### src/pbsc_pkg.sv
`default_nettype none
// ----------------------------------------------------------------------------
// pbsc_pkg: shared types and constants
// Widths, register indices, action and confidence codes, and the channel and
// unit command types used by the price band stability controller.
// ----------------------------------------------------------------------------
package pbsc_pkg;

   localparam int PRICE_WIDTH     = 40;
   localparam int ALPHA_FRAC_BITS = 16;
   localparam int ALPHA_WIDTH     = ALPHA_FRAC_BITS + 1;
   localparam int CSR_DATA_WIDTH  = 40;
   localparam int CSR_INDEX_WIDTH = 3;
   localparam int DEV_WIDTH       = 21;
   localparam int ADJ_WIDTH       = 15;
   localparam int CONF_WIDTH      = 7;
   localparam int ACTION_WIDTH    = 3;

   // Division scratch width: dividend of d*10000 fits PRICE_WIDTH + 14 bits.
   localparam int DIV_WIDTH       = PRICE_WIDTH + 15;
   localparam int DIV_CNT_WIDTH   = $clog2(DIV_WIDTH + 1);

   localparam logic [ALPHA_WIDTH-1:0] ALPHA_ONE =
      ALPHA_WIDTH'(1) << ALPHA_FRAC_BITS;
   localparam logic [ALPHA_WIDTH-1:0] ALPHA_MIN =
      ALPHA_WIDTH'(((1 << ALPHA_FRAC_BITS) + 999) / 1000);

   localparam logic [DEV_WIDTH-1:0] DEV_SAT = DEV_WIDTH'(1000000);

   localparam logic [CSR_INDEX_WIDTH-1:0] CSR_TARGET    = 3'd0;
   localparam logic [CSR_INDEX_WIDTH-1:0] CSR_BAND      = 3'd1;
   localparam logic [CSR_INDEX_WIDTH-1:0] CSR_MAX_ADJ   = 3'd2;
   localparam logic [CSR_INDEX_WIDTH-1:0] CSR_EMERGENCY = 3'd3;
   localparam logic [CSR_INDEX_WIDTH-1:0] CSR_ALPHA     = 3'd4;

   localparam logic [ACTION_WIDTH-1:0] ACT_NONE         = 3'd0;
   localparam logic [ACTION_WIDTH-1:0] ACT_EXPAND       = 3'd1;
   localparam logic [ACTION_WIDTH-1:0] ACT_CONTRACT     = 3'd2;
   localparam logic [ACTION_WIDTH-1:0] ACT_EMERG_EXPAND = 3'd3;
   localparam logic [ACTION_WIDTH-1:0] ACT_EMERG_CONTR  = 3'd4;
   localparam logic [ACTION_WIDTH-1:0] ACT_PAUSE        = 3'd5;

   localparam logic [CONF_WIDTH-1:0] CONF_MISSING    = 7'd0;
   localparam logic [CONF_WIDTH-1:0] CONF_UNRELIABLE = 7'd30;
   localparam logic [CONF_WIDTH-1:0] CONF_ADJUST     = 7'd80;
   localparam logic [CONF_WIDTH-1:0] CONF_EMERGENCY  = 7'd90;
   localparam logic [CONF_WIDTH-1:0] CONF_NONE       = 7'd100;

   localparam logic [15:0] SPREAD_LIMIT   = 16'd200;
   localparam logic [6:0]  CONF_THRESHOLD = 7'd70;
   localparam logic [7:0]  SOURCE_MIN     = 8'd3;

   typedef struct packed {
      logic                   func;
      logic [PRICE_WIDTH-1:0] price;
      logic [15:0]            spread_bps;
      logic [6:0]             avg_confidence;
      logic [7:0]             source_count;
   } req_type;

   typedef struct packed {
      logic [ACTION_WIDTH-1:0] action;
      logic [ADJ_WIDTH-1:0]    adjust_bps;
      logic [DEV_WIDTH-1:0]    deviation_bps;
      logic [CONF_WIDTH-1:0]   confidence;
      logic [PRICE_WIDTH-1:0]  smoothed_price;
   } rsp_type;

   // Command and status between the sequencer and the serial divider.
   typedef struct packed {
      logic                 start;
      logic [DIV_WIDTH-1:0] dividend;
      logic [DIV_WIDTH-1:0] divisor;
   } div_cmd_type;

   typedef struct packed {
      logic                 done;
      logic [DIV_WIDTH-1:0] quotient;
   } div_sts_type;

   // Command and status between the sequencer and the serial multiplier.
   typedef struct packed {
      logic                   start;
      logic [PRICE_WIDTH-1:0] mcand;
      logic [ALPHA_WIDTH-1:0] mplier;
   } mul_cmd_type;

   typedef struct packed {
      logic                                 done;
      logic [PRICE_WIDTH+ALPHA_WIDTH-1:0]   product;
   } mul_sts_type;

endpackage : pbsc_pkg
`default_nettype wire

### src/pbsc_if.sv
`default_nettype none
// ----------------------------------------------------------------------------
// pbsc_req_if / pbsc_rsp_if: valid/ready channels
// Carry one request or one decision beat with its payload.
// ----------------------------------------------------------------------------
interface pbsc_req_if;
   logic               valid;
   logic               ready;
   pbsc_pkg::req_type  payload;
   modport source (output valid, output payload, input ready);
   modport sink   (input valid, input payload, output ready);
endinterface : pbsc_req_if

interface pbsc_rsp_if;
   logic               valid;
   logic               ready;
   pbsc_pkg::rsp_type  payload;
   modport source (output valid, output payload, input ready);
   modport sink   (input valid, input payload, output ready);
endinterface : pbsc_rsp_if
`default_nettype wire

### src/pbsc_mul.sv
`default_nettype none
// ----------------------------------------------------------------------------
// pbsc_mul: bit-serial shift-add multiplier
// Consumes one multiplier bit per cycle, least significant first.
// ----------------------------------------------------------------------------
module pbsc_mul (
   input  wire                      clock,
   input  wire                      reset,
   input  pbsc_pkg::mul_cmd_type    cmd,
   output pbsc_pkg::mul_sts_type    sts
);
   localparam int PW = pbsc_pkg::PRICE_WIDTH + pbsc_pkg::ALPHA_WIDTH;
   localparam int CW = $clog2(pbsc_pkg::ALPHA_WIDTH + 1);

   logic          busy_ff, busy_in;
   logic          done_ff, done_in;
   logic [CW-1:0] cnt_ff, cnt_in;
   logic [PW-1:0] acc_ff, acc_in;
   logic [PW-1:0] mcand_ff, mcand_in;
   logic [pbsc_pkg::ALPHA_WIDTH-1:0] mplier_ff, mplier_in;

   always_comb begin
      busy_in   = busy_ff;
      done_in   = 1'b0;
      cnt_in    = cnt_ff;
      acc_in    = acc_ff;
      mcand_in  = mcand_ff;
      mplier_in = mplier_ff;
      if (cmd.start) begin
         busy_in   = 1'b1;
         cnt_in    = CW'(pbsc_pkg::ALPHA_WIDTH);
         acc_in    = '0;
         mcand_in  = PW'(cmd.mcand);
         mplier_in = cmd.mplier;
      end else if (busy_ff) begin
         if (mplier_ff[0]) begin
            acc_in = acc_ff + mcand_ff;
         end
         mcand_in  = mcand_ff << 1;
         mplier_in = mplier_ff >> 1;
         cnt_in    = cnt_ff - CW'(1);
         if (cnt_ff == CW'(1)) begin
            busy_in = 1'b0;
            done_in = 1'b1;
         end
      end
   end

   always_ff @(posedge clock) begin
      if (reset) begin
         busy_ff <= 1'b0;
         done_ff <= 1'b0;
         cnt_ff  <= '0;
      end else begin
         busy_ff <= busy_in;
         done_ff <= done_in;
         cnt_ff  <= cnt_in;
      end
      acc_ff    <= acc_in;
      mcand_ff  <= mcand_in;
      mplier_ff <= mplier_in;
   end

   assign sts.done    = done_ff;
   assign sts.product = acc_ff;

   a_done_after_busy: assert property (@(posedge clock) disable iff (reset)
      done_ff |-> $past(busy_ff)) else $error("product done without work");
   a_no_restart: assert property (@(posedge clock) disable iff (reset)
      done_ff |-> !busy_ff) else $error("multiplier busy when done");
   a_count_range: assert property (@(posedge clock) disable iff (reset)
      busy_ff |-> cnt_ff != '0) else $error("multiplier count underflow");

endmodule : pbsc_mul
`default_nettype wire

### src/pbsc_div.sv
`default_nettype none
// ----------------------------------------------------------------------------
// pbsc_div: restoring radix-2 divider
// Produces one quotient bit per cycle, most significant first.
// ----------------------------------------------------------------------------
module pbsc_div (
   input  wire                      clock,
   input  wire                      reset,
   input  pbsc_pkg::div_cmd_type    cmd,
   output pbsc_pkg::div_sts_type    sts
);
   localparam int DW = pbsc_pkg::DIV_WIDTH;
   localparam int CW = pbsc_pkg::DIV_CNT_WIDTH;

   logic          busy_ff, busy_in;
   logic          done_ff, done_in;
   logic [CW-1:0] cnt_ff, cnt_in;
   logic [DW-1:0] rem_ff, rem_in;
   logic [DW-1:0] quo_ff, quo_in;
   logic [DW-1:0] dsr_ff, dsr_in;
   logic [DW:0]   trial;

   always_comb begin
      busy_in = busy_ff;
      done_in = 1'b0;
      cnt_in  = cnt_ff;
      rem_in  = rem_ff;
      quo_in  = quo_ff;
      dsr_in  = dsr_ff;
      trial   = {rem_ff, quo_ff[DW-1]};
      if (cmd.start) begin
         busy_in = 1'b1;
         cnt_in  = CW'(DW);
         rem_in  = '0;
         quo_in  = cmd.dividend;
         dsr_in  = cmd.divisor;
      end else if (busy_ff) begin
         // The quotient register doubles as the dividend shift line.
         if (trial >= {1'b0, dsr_ff}) begin
            rem_in = DW'(trial - {1'b0, dsr_ff});
            quo_in = {quo_ff[DW-2:0], 1'b1};
         end else begin
            rem_in = trial[DW-1:0];
            quo_in = {quo_ff[DW-2:0], 1'b0};
         end
         cnt_in = cnt_ff - CW'(1);
         if (cnt_ff == CW'(1)) begin
            busy_in = 1'b0;
            done_in = 1'b1;
         end
      end
   end

   always_ff @(posedge clock) begin
      if (reset) begin
         busy_ff <= 1'b0;
         done_ff <= 1'b0;
         cnt_ff  <= '0;
      end else begin
         busy_ff <= busy_in;
         done_ff <= done_in;
         cnt_ff  <= cnt_in;
      end
      rem_ff <= rem_in;
      quo_ff <= quo_in;
      dsr_ff <= dsr_in;
   end

   assign sts.done     = done_ff;
   assign sts.quotient = quo_ff;

   a_done_after_busy: assert property (@(posedge clock) disable iff (reset)
      done_ff |-> $past(busy_ff)) else $error("quotient done without work");
   a_rem_below_divisor: assert property (@(posedge clock) disable iff (reset)
      (busy_ff && !$past(cmd.start)) |-> rem_ff < dsr_ff || dsr_ff == '0)
      else $error("remainder not reduced");
   a_count_range: assert property (@(posedge clock) disable iff (reset)
      busy_ff |-> cnt_ff != '0) else $error("divider count underflow");

endmodule : pbsc_div
`default_nettype wire

### src/price_band_stability_controller.sv
`default_nettype none
// ----------------------------------------------------------------------------
// price_band_stability_controller: smoothed price band decisions
// Smooths each price beat, tracks quote quality and emits one decision.
// ----------------------------------------------------------------------------
//  channel  | direction | beat contents
//  req_bus  | in        | func, price, spread_bps, avg_confidence, source_count
//  rsp_bus  | out       | action, adjust_bps, deviation_bps, confidence, smoothed_price
//  csr_     | in        | write enable, index, data (no handshake)
//
// A decision beat follows its request beat after two serial multiplies for the
// blend (skipped on the first sample), then a serial division for the deviation
// and another for the adjustment, each skipped on pause or where not needed.
// A new request beat is taken only once the previous decision has been handed
// to the output register and the sequencer is idle again.
// Reset is synchronous and restores register defaults and clears the EMA.
// A decision waits in the output register under backpressure; the next one is
// held in a staging register until that register is free or is being drained.
// ----------------------------------------------------------------------------
module price_band_stability_controller (
   input  wire                                     clock,
   input  wire                                     reset,
   pbsc_req_if.sink                                req_bus,
   pbsc_rsp_if.source                              rsp_bus,
   input  wire                                     csr_we,
   input  wire [pbsc_pkg::CSR_INDEX_WIDTH-1:0]     csr_index,
   input  wire [pbsc_pkg::CSR_DATA_WIDTH-1:0]      csr_data
);
   localparam int PW = pbsc_pkg::PRICE_WIDTH;
   localparam int AW = pbsc_pkg::ALPHA_WIDTH;
   localparam int DW = pbsc_pkg::DIV_WIDTH;
   localparam int MW = PW + AW;

   localparam logic [3:0] ST_IDLE  = 4'd0;
   localparam logic [3:0] ST_MULA  = 4'd1;
   localparam logic [3:0] ST_WAITA = 4'd2;
   localparam logic [3:0] ST_WAITB = 4'd3;
   localparam logic [3:0] ST_DEV   = 4'd4;
   localparam logic [3:0] ST_WDEV  = 4'd5;
   localparam logic [3:0] ST_DECIDE= 4'd6;
   localparam logic [3:0] ST_WADJ  = 4'd7;
   localparam logic [3:0] ST_OUT   = 4'd8;

   // Configuration registers.
   logic [PW-1:0] target_ff;
   logic [6:0]    band_ff;
   logic [13:0]   max_adj_ff;
   logic [6:0]    emerg_ff;
   logic [AW-1:0] alpha_ff;

   logic [3:0]    state_ff, state_in;
   logic [PW-1:0] ema_ff, ema_in;
   logic          ema_valid_ff, ema_valid_in;
   logic          seen_ff, seen_in;
   logic          reliable_ff, reliable_in;
   logic [PW-1:0] price_ff, price_in;
   logic [AW-1:0] a_ff, a_in;
   logic [MW-1:0] part_ff, part_in;
   logic          neg_ff, neg_in;
   logic [20:0]   mag_ff, mag_in;
   logic          rsp_valid_ff, rsp_valid_in;
   pbsc_pkg::rsp_type dec_ff, dec_in;
   pbsc_pkg::rsp_type rsp_ff, rsp_in;

   pbsc_pkg::mul_cmd_type mul_cmd;
   pbsc_pkg::mul_sts_type mul_sts;
   pbsc_pkg::div_cmd_type div_cmd;
   pbsc_pkg::div_sts_type div_sts;

   logic          req_fire;
   logic          out_free;
   logic [AW-1:0] a_clamp;
   logic [MW-1:0] blend_sum;
   logic [PW-1:0] abs_dev;
   logic [13:0]   band_bps;
   logic [13:0]   emerg_bps;
   logic          quote_ok;

   pbsc_mul u_mul (.clock(clock), .reset(reset), .cmd(mul_cmd), .sts(mul_sts));
   pbsc_div u_div (.clock(clock), .reset(reset), .cmd(div_cmd), .sts(div_sts));

   always_ff @(posedge clock) begin
      if (reset) begin
         target_ff  <= PW'(100000);
         band_ff    <= 7'd5;
         max_adj_ff <= 14'd100;
         emerg_ff   <= 7'd20;
         alpha_ff   <= AW'(6554);
      end else if (csr_we) begin
         case (csr_index)
            pbsc_pkg::CSR_TARGET:    target_ff  <= csr_data[PW-1:0];
            pbsc_pkg::CSR_BAND:      band_ff    <= csr_data[6:0];
            pbsc_pkg::CSR_MAX_ADJ:   max_adj_ff <= csr_data[13:0];
            pbsc_pkg::CSR_EMERGENCY: emerg_ff   <= csr_data[6:0];
            pbsc_pkg::CSR_ALPHA:     alpha_ff   <= csr_data[AW-1:0];
            default: ;
         endcase
      end
   end

   assign out_free  = !rsp_valid_ff || rsp_bus.ready;
   assign req_bus.ready = (state_ff == ST_IDLE);
   assign req_fire  = req_bus.valid && req_bus.ready;
   assign rsp_bus.valid = rsp_valid_ff;
   assign rsp_bus.payload = rsp_ff;

   assign a_clamp   = (alpha_ff < pbsc_pkg::ALPHA_MIN) ? pbsc_pkg::ALPHA_MIN :
                      (alpha_ff > pbsc_pkg::ALPHA_ONE) ? pbsc_pkg::ALPHA_ONE : alpha_ff;
   assign blend_sum = part_ff + mul_sts.product;
   assign abs_dev   = neg_ff ? (target_ff - ema_ff) : (ema_ff - target_ff);
   assign band_bps  = 14'(band_ff) * 14'd100;
   assign emerg_bps = 14'(emerg_ff) * 14'd100;
   assign quote_ok  = (req_bus.payload.spread_bps < pbsc_pkg::SPREAD_LIMIT) &&
                      (req_bus.payload.avg_confidence >= pbsc_pkg::CONF_THRESHOLD) &&
                      (req_bus.payload.source_count >= pbsc_pkg::SOURCE_MIN);

   always_comb begin
      state_in     = state_ff;
      ema_in       = ema_ff;
      ema_valid_in = ema_valid_ff;
      seen_in      = seen_ff;
      reliable_in  = reliable_ff;
      price_in     = price_ff;
      a_in         = a_ff;
      part_in      = part_ff;
      neg_in       = neg_ff;
      mag_in       = mag_ff;
      dec_in       = dec_ff;
      rsp_in       = rsp_ff;
      rsp_valid_in = rsp_valid_ff && !rsp_bus.ready;
      mul_cmd      = '{start: 1'b0, mcand: price_ff, mplier: a_ff};
      div_cmd      = '{start: 1'b0, dividend: '0, divisor: '0};
      case (state_ff)
         ST_IDLE: begin
            if (req_fire) begin
               price_in = req_bus.payload.price;
               a_in     = a_clamp;
               if (req_bus.payload.func) begin
                  seen_in     = 1'b1;
                  reliable_in = quote_ok;
               end
               if (!ema_valid_ff) begin
                  ema_in       = req_bus.payload.price;
                  ema_valid_in = 1'b1;
                  state_in     = ST_DEV;
               end else begin
                  state_in = ST_MULA;
               end
            end
         end
         ST_MULA: begin
            mul_cmd.start = 1'b1;
            state_in      = ST_WAITA;
         end
         ST_WAITA: begin
            if (mul_sts.done) begin
               part_in       = mul_sts.product;
               mul_cmd.start = 1'b1;
               mul_cmd.mcand = ema_ff;
               mul_cmd.mplier = pbsc_pkg::ALPHA_ONE - a_ff;
               state_in      = ST_WAITB;
            end
         end
         ST_WAITB: begin
            if (mul_sts.done) begin
               ema_in   = blend_sum[pbsc_pkg::ALPHA_FRAC_BITS +: PW];
               state_in = ST_DEV;
            end
         end
         ST_DEV: begin
            neg_in = ema_ff < target_ff;
            if (!seen_ff || !reliable_ff) begin
               dec_in.action         = pbsc_pkg::ACT_PAUSE;
               dec_in.adjust_bps     = '0;
               dec_in.deviation_bps  = '0;
               dec_in.confidence     = seen_ff ? pbsc_pkg::CONF_UNRELIABLE
                                               : pbsc_pkg::CONF_MISSING;
               dec_in.smoothed_price = ema_ff;
               state_in              = ST_OUT;
            end else begin
               state_in = ST_WDEV;
               div_cmd.start    = 1'b1;
               div_cmd.dividend = DW'(ema_ff < target_ff ? target_ff - ema_ff
                                                         : ema_ff - target_ff)
                                  * DW'(10000);
               div_cmd.divisor  = DW'(target_ff);
            end
         end
         ST_WDEV: begin
            if (div_sts.done) begin
               // Zero target divides to all ones, so it is handled apart: saturate unless the deviation is zero.
               if (target_ff == '0) begin
                  mag_in = (abs_dev != '0) ? pbsc_pkg::DEV_SAT : '0;
               end else if (div_sts.quotient > DW'(pbsc_pkg::DEV_SAT)) begin
                  mag_in = pbsc_pkg::DEV_SAT;
               end else begin
                  mag_in = div_sts.quotient[20:0];
               end
               state_in = ST_DECIDE;
            end
         end
         ST_DECIDE: begin
            dec_in.deviation_bps  = neg_ff ? (21'd0 - mag_ff) : mag_ff;
            dec_in.smoothed_price = ema_ff;
            if (mag_ff > 21'(emerg_bps)) begin
               dec_in.action     = neg_ff ? pbsc_pkg::ACT_EMERG_EXPAND
                                          : pbsc_pkg::ACT_EMERG_CONTR;
               dec_in.adjust_bps = {max_adj_ff, 1'b0};
               dec_in.confidence = pbsc_pkg::CONF_EMERGENCY;
               state_in          = ST_OUT;
            end else if (mag_ff > 21'(band_bps) && mag_ff != '0) begin
               dec_in.action     = neg_ff ? pbsc_pkg::ACT_EXPAND : pbsc_pkg::ACT_CONTRACT;
               dec_in.confidence = pbsc_pkg::CONF_ADJUST;
               if (band_bps == '0) begin
                  dec_in.adjust_bps = 15'(max_adj_ff);
                  state_in          = ST_OUT;
               end else begin
                  div_cmd.start    = 1'b1;
                  div_cmd.dividend = DW'(mag_ff) * DW'(max_adj_ff);
                  div_cmd.divisor  = DW'(band_bps);
                  state_in         = ST_WADJ;
               end
            end else begin
               dec_in.action     = pbsc_pkg::ACT_NONE;
               dec_in.adjust_bps = '0;
               dec_in.confidence = pbsc_pkg::CONF_NONE;
               state_in          = ST_OUT;
            end
         end
         ST_WADJ: begin
            if (div_sts.done) begin
               dec_in.adjust_bps = (div_sts.quotient > DW'(max_adj_ff)) ?
                                   15'(max_adj_ff) : div_sts.quotient[14:0];
               state_in = ST_OUT;
            end
         end
         ST_OUT: begin
            if (out_free) begin
               rsp_in       = dec_ff;
               rsp_valid_in = 1'b1;
               state_in     = ST_IDLE;
            end
         end
         default: state_in = ST_IDLE;
      endcase
   end

   always_ff @(posedge clock) begin
      if (reset) begin
         state_ff     <= ST_IDLE;
         ema_ff       <= '0;
         ema_valid_ff <= 1'b0;
         seen_ff      <= 1'b0;
         reliable_ff  <= 1'b0;
         rsp_valid_ff <= 1'b0;
      end else begin
         state_ff     <= state_in;
         ema_ff       <= ema_in;
         ema_valid_ff <= ema_valid_in;
         seen_ff      <= seen_in;
         reliable_ff  <= reliable_in;
         rsp_valid_ff <= rsp_valid_in;
      end
      price_ff <= price_in;
      a_ff     <= a_in;
      part_ff  <= part_in;
      neg_ff   <= neg_in;
      mag_ff   <= mag_in;
      dec_ff   <= dec_in;
      rsp_ff   <= rsp_in;
   end

   a_out_hold: assert property (@(posedge clock) disable iff (reset)
      (rsp_valid_ff && !rsp_bus.ready) |=> rsp_valid_ff)
      else $error("decision dropped under backpressure");
   a_out_stable: assert property (@(posedge clock) disable iff (reset)
      (rsp_valid_ff && !rsp_bus.ready) |=> $stable(rsp_ff))
      else $error("decision changed under backpressure");
   a_busy_no_accept: assert property (@(posedge clock) disable iff (reset)
      (state_ff != ST_IDLE) |-> !req_bus.ready) else $error("request taken while busy");
   a_ema_valid_sticky: assert property (@(posedge clock) disable iff (reset)
      $past(ema_valid_ff) |-> ema_valid_ff) else $error("EMA valid lost");

endmodule : price_band_stability_controller
`default_nettype wire

### src/flat_wrapper.sv
// flat-port wrapper written by rule: the top's interface ports become plain ports
module price_band_stability_controller_flat 
  (clock, reset, csr_we, csr_index, csr_data, req_bus_valid, req_bus_payload, req_bus_ready, rsp_bus_valid, rsp_bus_payload, rsp_bus_ready);
  pbsc_req_if req_bus_i ();
  pbsc_rsp_if rsp_bus_i ();
  input  wire clock;
  input  wire reset;
  input  wire csr_we;
  input  wire [pbsc_pkg::CSR_INDEX_WIDTH-1:0] csr_index;
  input  wire [pbsc_pkg::CSR_DATA_WIDTH-1:0] csr_data;
  input wire logic [$bits(req_bus_i.valid)-1:0] req_bus_valid;
  input wire logic [$bits(req_bus_i.payload)-1:0] req_bus_payload;
  output wire logic [$bits(req_bus_i.ready)-1:0] req_bus_ready;
  output wire logic [$bits(rsp_bus_i.valid)-1:0] rsp_bus_valid;
  output wire logic [$bits(rsp_bus_i.payload)-1:0] rsp_bus_payload;
  input wire logic [$bits(rsp_bus_i.ready)-1:0] rsp_bus_ready;
  assign req_bus_i.valid = req_bus_valid;
  assign req_bus_i.payload = req_bus_payload;
  assign req_bus_ready = req_bus_i.ready;
  assign rsp_bus_valid = rsp_bus_i.valid;
  assign rsp_bus_payload = rsp_bus_i.payload;
  assign rsp_bus_i.ready = rsp_bus_ready;
  price_band_stability_controller u_core (.clock(clock), .reset(reset), .req_bus(req_bus_i), .rsp_bus(rsp_bus_i), .csr_we(csr_we), .csr_index(csr_index), .csr_data(csr_data));
endmodule
### config.mk
export PLATFORM = sky130hd
export DESIGN_NAME = price_band_stability_controller_flat
export DESIGN_NICKNAME = d
export VERILOG_FILES = /design/src/pbsc_pkg.sv /design/src/pbsc_if.sv /design/src/pbsc_mul.sv /design/src/pbsc_div.sv /design/src/price_band_stability_controller.sv /design/src/flat_wrapper.sv
export SDC_FILE = /design/constraint.sdc
export NUM_CORES = 2
export LEC_CHECK = 0
export BUFFER_PORTS_ARGS = -buffer_cell sky130_fd_sc_hd__clkbuf_2
export CAP_MARGIN = 20
export CORE_MARGIN = 4
export CORE_UTILIZATION = 46
export DETAILED_ROUTE_END_ITERATION = 12
export PLACE_DENSITY = 0.6
export SLEW_MARGIN = 20
export SYNTH_ARGS = -nofsm -noshare
export SYNTH_HDL_FRONTEND = slang
export SYNTH_SLANG_ARGS = --single-unit
### constraint.sdc
create_clock -name clock -period 20.9 [get_ports clock]
set_clock_uncertainty 0.15 [all_clocks]
set_input_delay 4.18 -clock clock [delete_from_list [all_inputs] [get_ports clock]]
set_output_delay 4.18 -clock clock [all_outputs]
set_load 0.03 [all_outputs]
# Yosys cells after proc, flatten, opt, wreduce, memory -nomap -nowiden
# Index checks and enable logic that the tools add are counted.
[word_totals] ff_bits=751 input_bits=120 output_inout_bits=88 word_cells=202
[op_classes] addsub=11 multipliers=4 magnitude_cmp=11 n_eq_ne=23 mux=67 bitwise=2 reduce_logical=42
[op_table] op="$mux 111" n=4
[op_table] op="$mux 40" n=6
[op_table] op="$pmux 111 s2" n=1
[op_table] op="$mux 55" n=4
[op_table] op="$pmux 68 s2" n=1
[op_table] op="$mux 86" n=1
[op_table] op="$sub 40x40->41" n=2
[op_table] op="$pmux 40 s2" n=1
[op_table] op="$sub 40x40->40" n=2
[op_table] op="$mux 21" n=3
[op_table] op="$mux 58" n=1
[op_table] op="$add 57x57->57" n=1
[op_table] op="$mux 57" n=1
[op_table] op="$add 56x56->56" n=1
[op_table] op="$ge 56x55->1" n=1
[op_table] op="$gt 55x14->1" n=1
[op_table] op="$gt 55x20->1 const B" n=1
[op_table] op="$mul 55x10->51 const B" n=1
[op_table] op="$sub 55x55->55" n=1
[op_table] op="$mux 17" n=3
[op_table] op="$mux 15" n=3
[op_table] op="$pmux 15 s3" n=1
[op_table] op="$gt 21x14->1" n=2
[op_table] op="$logic_not 40->1" n=1
[op_table] op="53 further kinds" n=116

# Logic depth before layout (Yosys ltp)
[depth] depth_word=7 mapped_depth=41

# Cells and area by module
# A second synthesis with hierarchy kept.
[hier_totals] cells_unflattened=6782 area_unflattened_um2=62359.8
[modules_own_cells] mod="price_band_stability_controller" n_inst=1 cells_each=4807 area_per_inst_um2=43674.4
[modules_own_cells] mod="pbsc_div" n_inst=1 cells_each=1045 area_per_inst_um2=10203.5
[modules_own_cells] mod="pbsc_mul" n_inst=1 cells_each=930 area_per_inst_um2=8481.9

# Least setup slack after synthesis
# OpenSTA, ideal clock, no wires.
[synth_timing] kind="register -> register" startpoint="register u_core.ema_ff[4]" endpoint="register u_core.u_div.quo_ff[53] (data pin)" arrival_ns=8.512 setup_slack_ns=11.971 stages_incl_launch_ff=39 path_buffers=6 synth_period_minus_slack_ns=8.929 path_cell_list="dfxtp_1 -> inv_1 -> ha_1 -> buf_2 -> clkinv_1 -> a211o_1 -> a31oi_1 -> o211ai_1 -> nand3_1 -> a221oi_1 -> o21ai_1 -> a211oi_1 -> o21ba_2 -> buf_2 -> buf_6 -> buf_2 -> buf_4 -> mux2i_1 -> [3 not listed] -> fa_1 -> ha_1 -> inv_1 -> fa_1 -> inv_1 -> ha_1 -> clkbuf_1 -> nand3_1 -> or3_1 -> o21ai_0 -> a311oi_1 -> o31ai_1 -> a221oi_1 -> o21ai_0 -> a41oi_1 -> a32oi_1 -> xnor2_1 -> o21ai_0"
[synth_via] elab_chain_len=6 elab_cells_between_ends=8 cone_classes="add/sub (2); mul (1); order compare (1); mux (4)"
[synth_rtl] item="start, declared" line="price_band_stability_controller.sv:52" rtl="logic [PW-1:0] ema_ff, ema_in;"
[synth_rtl] item="start signal, assigned" line="price_band_stability_controller.sv:258" rtl="ema_ff <= ema_in;"
[synth_rtl] item="$sub 40x40->41, or another cell as far along" line="price_band_stability_controller.sv:184" rtl=": ema_ff - target_ff)"
[synth_rtl] item="$mux 55 (*)" line="price_band_stability_controller.sv:183" rtl="div_cmd.dividend = DW'(ema_ff < target_ff ? target_ff - ema_ff"
[synth_rtl] item="$mul 55x10->51 (*)" line="price_band_stability_controller.sv:185" rtl="* DW'(10000);"
[synth_rtl] item="$mux 111 (*)" line="price_band_stability_controller.sv:172" rtl="if (!seen_ff || !reliable_ff) begin"
[synth_rtl] item="$pmux 111 s2 (*)" line="price_band_stability_controller.sv:133" rtl="case (state_ff)"
[synth_rtl] item="$mux 55 (*)" line="pbsc_div.sv:31" rtl="if (cmd.start) begin"
[synth_rtl] item="named net u_core.u_div.quo_in[53]" line="pbsc_div.sv:19" rtl="logic [DW-1:0] quo_ff, quo_in;"
[synth_rtl] item="end signal, assigned" line="pbsc_div.sv:65" rtl="quo_ff <= quo_in;"
[synth_rtl] item="end, declared" line="pbsc_div.sv:19"
# Mark *: on every way through the listed nets, which the timed path passes. The rest lies on a longest branch.
# A chain may end at the register's enable or synchronous reset.

# Worst setup path in the final report
[layout_timing] startpoint="register u_core.ema_ff[6]" endpoint="register u_core.u_div.quo_ff[47] (data pin)"
# Same word-level chain as after synthesis.

==> results.md <==
- Across all register-to-register paths, the minimum setup slack is between 9000 and 10,000 ps.
- Global routing consumed, over all layers together, 25.86% of the routing resources.
- Entering global routing, the biggest net connects between 100 and 150 pins.
- From bottom edge to top edge, the die measures between 300 and 400 um.
- The total standard cell area after synthesis is slightly below 60,000 um^2.
- The path with the worst hold slack has its endpoint at u_core.rsp_bus.payload[63]$_DFFE_PP_.
- The area growth from synthesis to layout is 8.960%.
- Dividing the synthesized area by the synthesized cell count gives between 9 and 10 um^2.
- In this run, CTS created clock tree buffers numbering approximately 80.
- The most used flip-flop cell after synthesis is edfxtp_1.
- The number of flip-flops and latches in the synthesized netlist is 730.
- The global routing stage identified its most utilized layer as met2.
- The number of buffer cells added on primary ports is slightly above 200.
- For this run, the top clock speed supported by timing is 0.08596 GHz.
- Along the worst hold path, the cell count comes to 0.
- Yosys printed 0 warnings.
- The detailed-route vias per instance is 5.768.
- The floorplan step defined a die boundary enclosing about 130,000 um^2.
- The H-tree was split into 3 levels.
- Setup repair after global routing left no endpoint under its margin.
- In this run, post-CTS repair resized a total of 0 instances.
- The actual slew at the worst max-slew pin is 1131 ps.
- At the worst endpoint, the required time is around 21,000 ps.
- The clock edge transition at the registers on the reported setup and hold paths is 60 ps.
- The die width is 365.4 um.
- The cell at the slowest stage of the critical path is a311oi_1.
- The core region is ~130,000 um^2.
- The flow ran to the end, and the final reports show no timing, DRC or antenna violations.
- After detailed routing, the number of remaining DRC violations is 0.
- The worst setup path is launched from a flop.
- The global routing usage on met1 is 37.07%.
- The class of the tightest hold or removal check is reg2reg.
- By area the synthesized netlist is led by edfxtp_1, ha_1, fa_1, dfxtp_1, nand2_1.
- The share of the cycle needed by the critical path after routing is between 50% and 60%.
- In the final layout, the multi-input gates occupy around 36,000 um^2.
- The largest single stage delay on the critical path is between 600 and 700 ps.
- The top-area cell type share of the netlist area is 23.26%.
- Once detailed placement completed, the half-perimeter wirelength came to approximately 130 mm.
- The final setup violation count is 0.
- Hold repair after CTS inserted 0 buffers.
- The maximum count of clock buffers along a single path is 3.
- At the end of the flow, the number of nets in the layout was between 7,000 and 8,000.
- After floorplanning, the core was divided into 130 placement rows.
- The initial utilization of the core area, before any placement, comes to 46.54%.
- Counting stages on the worst path, the most repeated cell is inv_1.
- The share of the Yosys chip area taken by registers is between 30 and 40%.
- Summing all flip-flop and latch instances after layout gives approximately 19,000 um^2.
- The total grt overflow is 0.
- The worst setup path is captured at a flop.
- For the worst-skew pair, the clock arrives at the later sink with an insertion delay of roughly 700 ps.
- By startpoint and endpoint, the worst setup path is classified as reg2reg.
- The end of the worst register-to-register path is u_core.u_div.quo_ff[47]$_DFFE_PP_.
- The global routing usage on met2 is about two fifths.
- The hold path startpoint is u_core.dec_ff[63]$_SDFFCE_PN0P_.
- The proportion of layout cells with a drive suffix above 1 is roughly 7.4%.
- The worst path arrival time is roughly 12,000 ps.
- The worst reg2reg path depth is 37.
- The share of synthesized flip-flops with an asynchronous set or reset is 0%.
- The final hold violation count is 0.
- The number of global-route vias before repair came to 45,590.
- Measured against its own limit, the worst slew margin works out to around a quarter.
- Before antenna repair, the detailed router went through 6 iterations.
- The first global-routing pass estimated roughly 270 mm of wire.
- The number of antenna diodes in the final layout is 0.
- The synthesized design contains between 400 and 500 enable-type register cells.
- The met3 track utilization from global routing is under 10%.
- The post-synthesis instance total is about 6,400.
- The number of nets with antenna violations after detailed routing is 0.
- In this run, the number of DRC markers left after iteration 0 of detailed routing was 3,889.
- After detailed routing, the average wire length per cell comes to roughly 21 um.
- The setup TNS is 0 ps.
- The count of filler cells inserted in the layout is roughly 12,000.
- The sink count of the clock tree is 730.
- The total wire length is between 150 and 200 mm.
- The number of max-cap violations is 0.
- The highest net fanout along the worst path is 50.
- The startpoint identified for the worst register-to-register timing path is u_core.ema_ff[6]$_SDFFE_PP0P_.
- The worst path in the final design needs a cycle of ~12,000 ps, including I/O delays and setup.
- The clock root buffer master is clkbuf_16.
- In this run, distinct cell masters in the synthesized netlist total 94.
- The final number of max-transition violations was 0.
- Routability-driven placement finished with a final weighted congestion of about 0.94.
- The I/O pin count is about 210.
- The routed layout has between 40,000 and 50,000 vias.
- The post-CTS setup-driven buffer insertion count is 0.
- The CTS tree is done.
- The leading area contributor after synthesis is edfxtp_1.
- The initial antenna violation count came to 3.
==> registers in the layout, indices dropped and copies added, names as in the netlist, 14 cells and up <==
register                flops
u_core.dec_ff              84
u_core.rsp_bus.payload     84
u_core.part_ff             56
u_core.u_mul.acc_ff        56
u_core.u_mul.mcand_ff      56
u_core.u_div.quo_ff        55
u_core.u_div.rem_ff        55
u_core.ema_ff              40
u_core.price_ff            40
u_core.target_ff           40
u_core.u_div.dsr_ff        40
u_core.mag_ff              21
u_core.a_ff                17
u_core.alpha_ff            17
u_core.u_mul.mplier_ff     17
u_core.max_adj_ff          14
==> metal layers <==
layer  part of all wire [%]  wire [um]
met5                 0.0069         12
met4                    3.2       5599
met3                    6.1      10550
met2                     45      77340
met1                     46      79810
==> critical path: cells and delay by family, from the launching register on <==
family / cells / cell delay [ps]
AOI/OAI and AO/OA: 17 / 5100
adders and majority gates: 7 / 2650
buffers and inverters: 7 / 1160
xor gates and xnor gates: 3 / 790
DFF: 1 / 620
and+or+nand+nor: 2 / 510
muxes: 1 / 290
==> synthesized netlist by cell type, types with 59 or more instances <==
cell      instances
a22oi_1          61
and2_1          130
nand4_1          61
nor2_1          383
xor2_1          157
nor2b_1          59
ha_1            572
nand2_1         783
edfxtp_1        455
fa_1            342
a21o_1          198
xnor2_1         207
o21ai_0         287
nor3_1           79
a211oi_1         60
clkbuf_1        233
inv_1           655
nand3_1          93
a21oi_1         536
dfxtp_1         275
==> layout by cell type, fill, tap and decap left out, types with 84 or more instances in the layout <==
cell	n
clkbuf_2	201
clkbuf_16	84
nand3_1	92
a21oi_1	536
inv_1	651
a21o_1	198
fa_1	342
dfxtp_1	272
edfxtp_1	455
nand2_1	782
nor2_1	378
o21ai_0	286
xnor2_1	207
xor2_1	157
ha_1	572
and2_1	127
==> through the flow <==
stage	utilization [%]	hold slack, ps	setup slack [ps]	std cells	area (um^2)
3_3_place_gp	48.48	252.4	9517	7992	61190
5_1_grt	50.71	269.0	8440	8144	64010
4_1_cts	50.71	266.8	9411	8144	64000
2_1_floorplan	-	250.3	11970	6370	58750
3_5_place_dp	48.48	254.5	9485	7992	61190
6_report	50.71	266.2	9266	8144	64010
==> final cells by class <==
type / instances / area share (%)
inverters: 657 / 3.857
clock inverters: 47 / 0.8542
clock buffers: 105 / 3.532
multi-input cells: 4692 / 56.28
well taps: 1650 / 3.225
repair buffers: 263 / 2.299
flip-flops and latches: 730 / 29.95
==> kinds of logic (layout without fill, tap and decap cells) <==
| group | Yosys count | after routing | synth area share, % |
|---|---|---|---|
| DFF | 730 | 730 | 32.63 |
| other | 1 | 2 | 0.006383 |
| and+or+nand+nor | 1785 | 1785 | 13.91 |
| buffers and inverters | 948 | 1072 | 6.217 |
| muxes | 69 | 69 | 1.201 |
| AOI/OAI and AO/OA | 1558 | 1558 | 16.78 |
| xor gates and xnor gates | 364 | 364 | 5.427 |
| adders and majority gates | 914 | 914 | 23.84 |
==> worst max path at each step <==
stage	startpoint	endpoint	slack, ps	cells past startpoint
floorplan	u_core.ema_ff[4]$_SDFFE_PP0P_	u_core.u_div.quo_ff[53]$_DFFE_PP_	11970	38
global placement	u_core.ema_ff[6]$_SDFFE_PP0P_	u_core.u_div.quo_ff[53]$_DFFE_PP_	9520	37
detailed placement	u_core.ema_ff[6]$_SDFFE_PP0P_	u_core.u_div.quo_ff[53]$_DFFE_PP_	9480	37
CTS	u_core.ema_ff[6]$_SDFFE_PP0P_	u_core.u_div.quo_ff[53]$_DFFE_PP_	9410	37
global route	u_core.ema_ff[6]$_SDFFE_PP0P_	u_core.u_div.quo_ff[53]$_DFFE_PP_	8440	37
finish	u_core.ema_ff[6]$_SDFFE_PP0P_	u_core.u_div.quo_ff[47]$_DFFE_PP_	9270	37
Power is left out: the tool's default activity adds up to more than one toggle a clock period on the data nets, which glitch-free logic cannot reach.
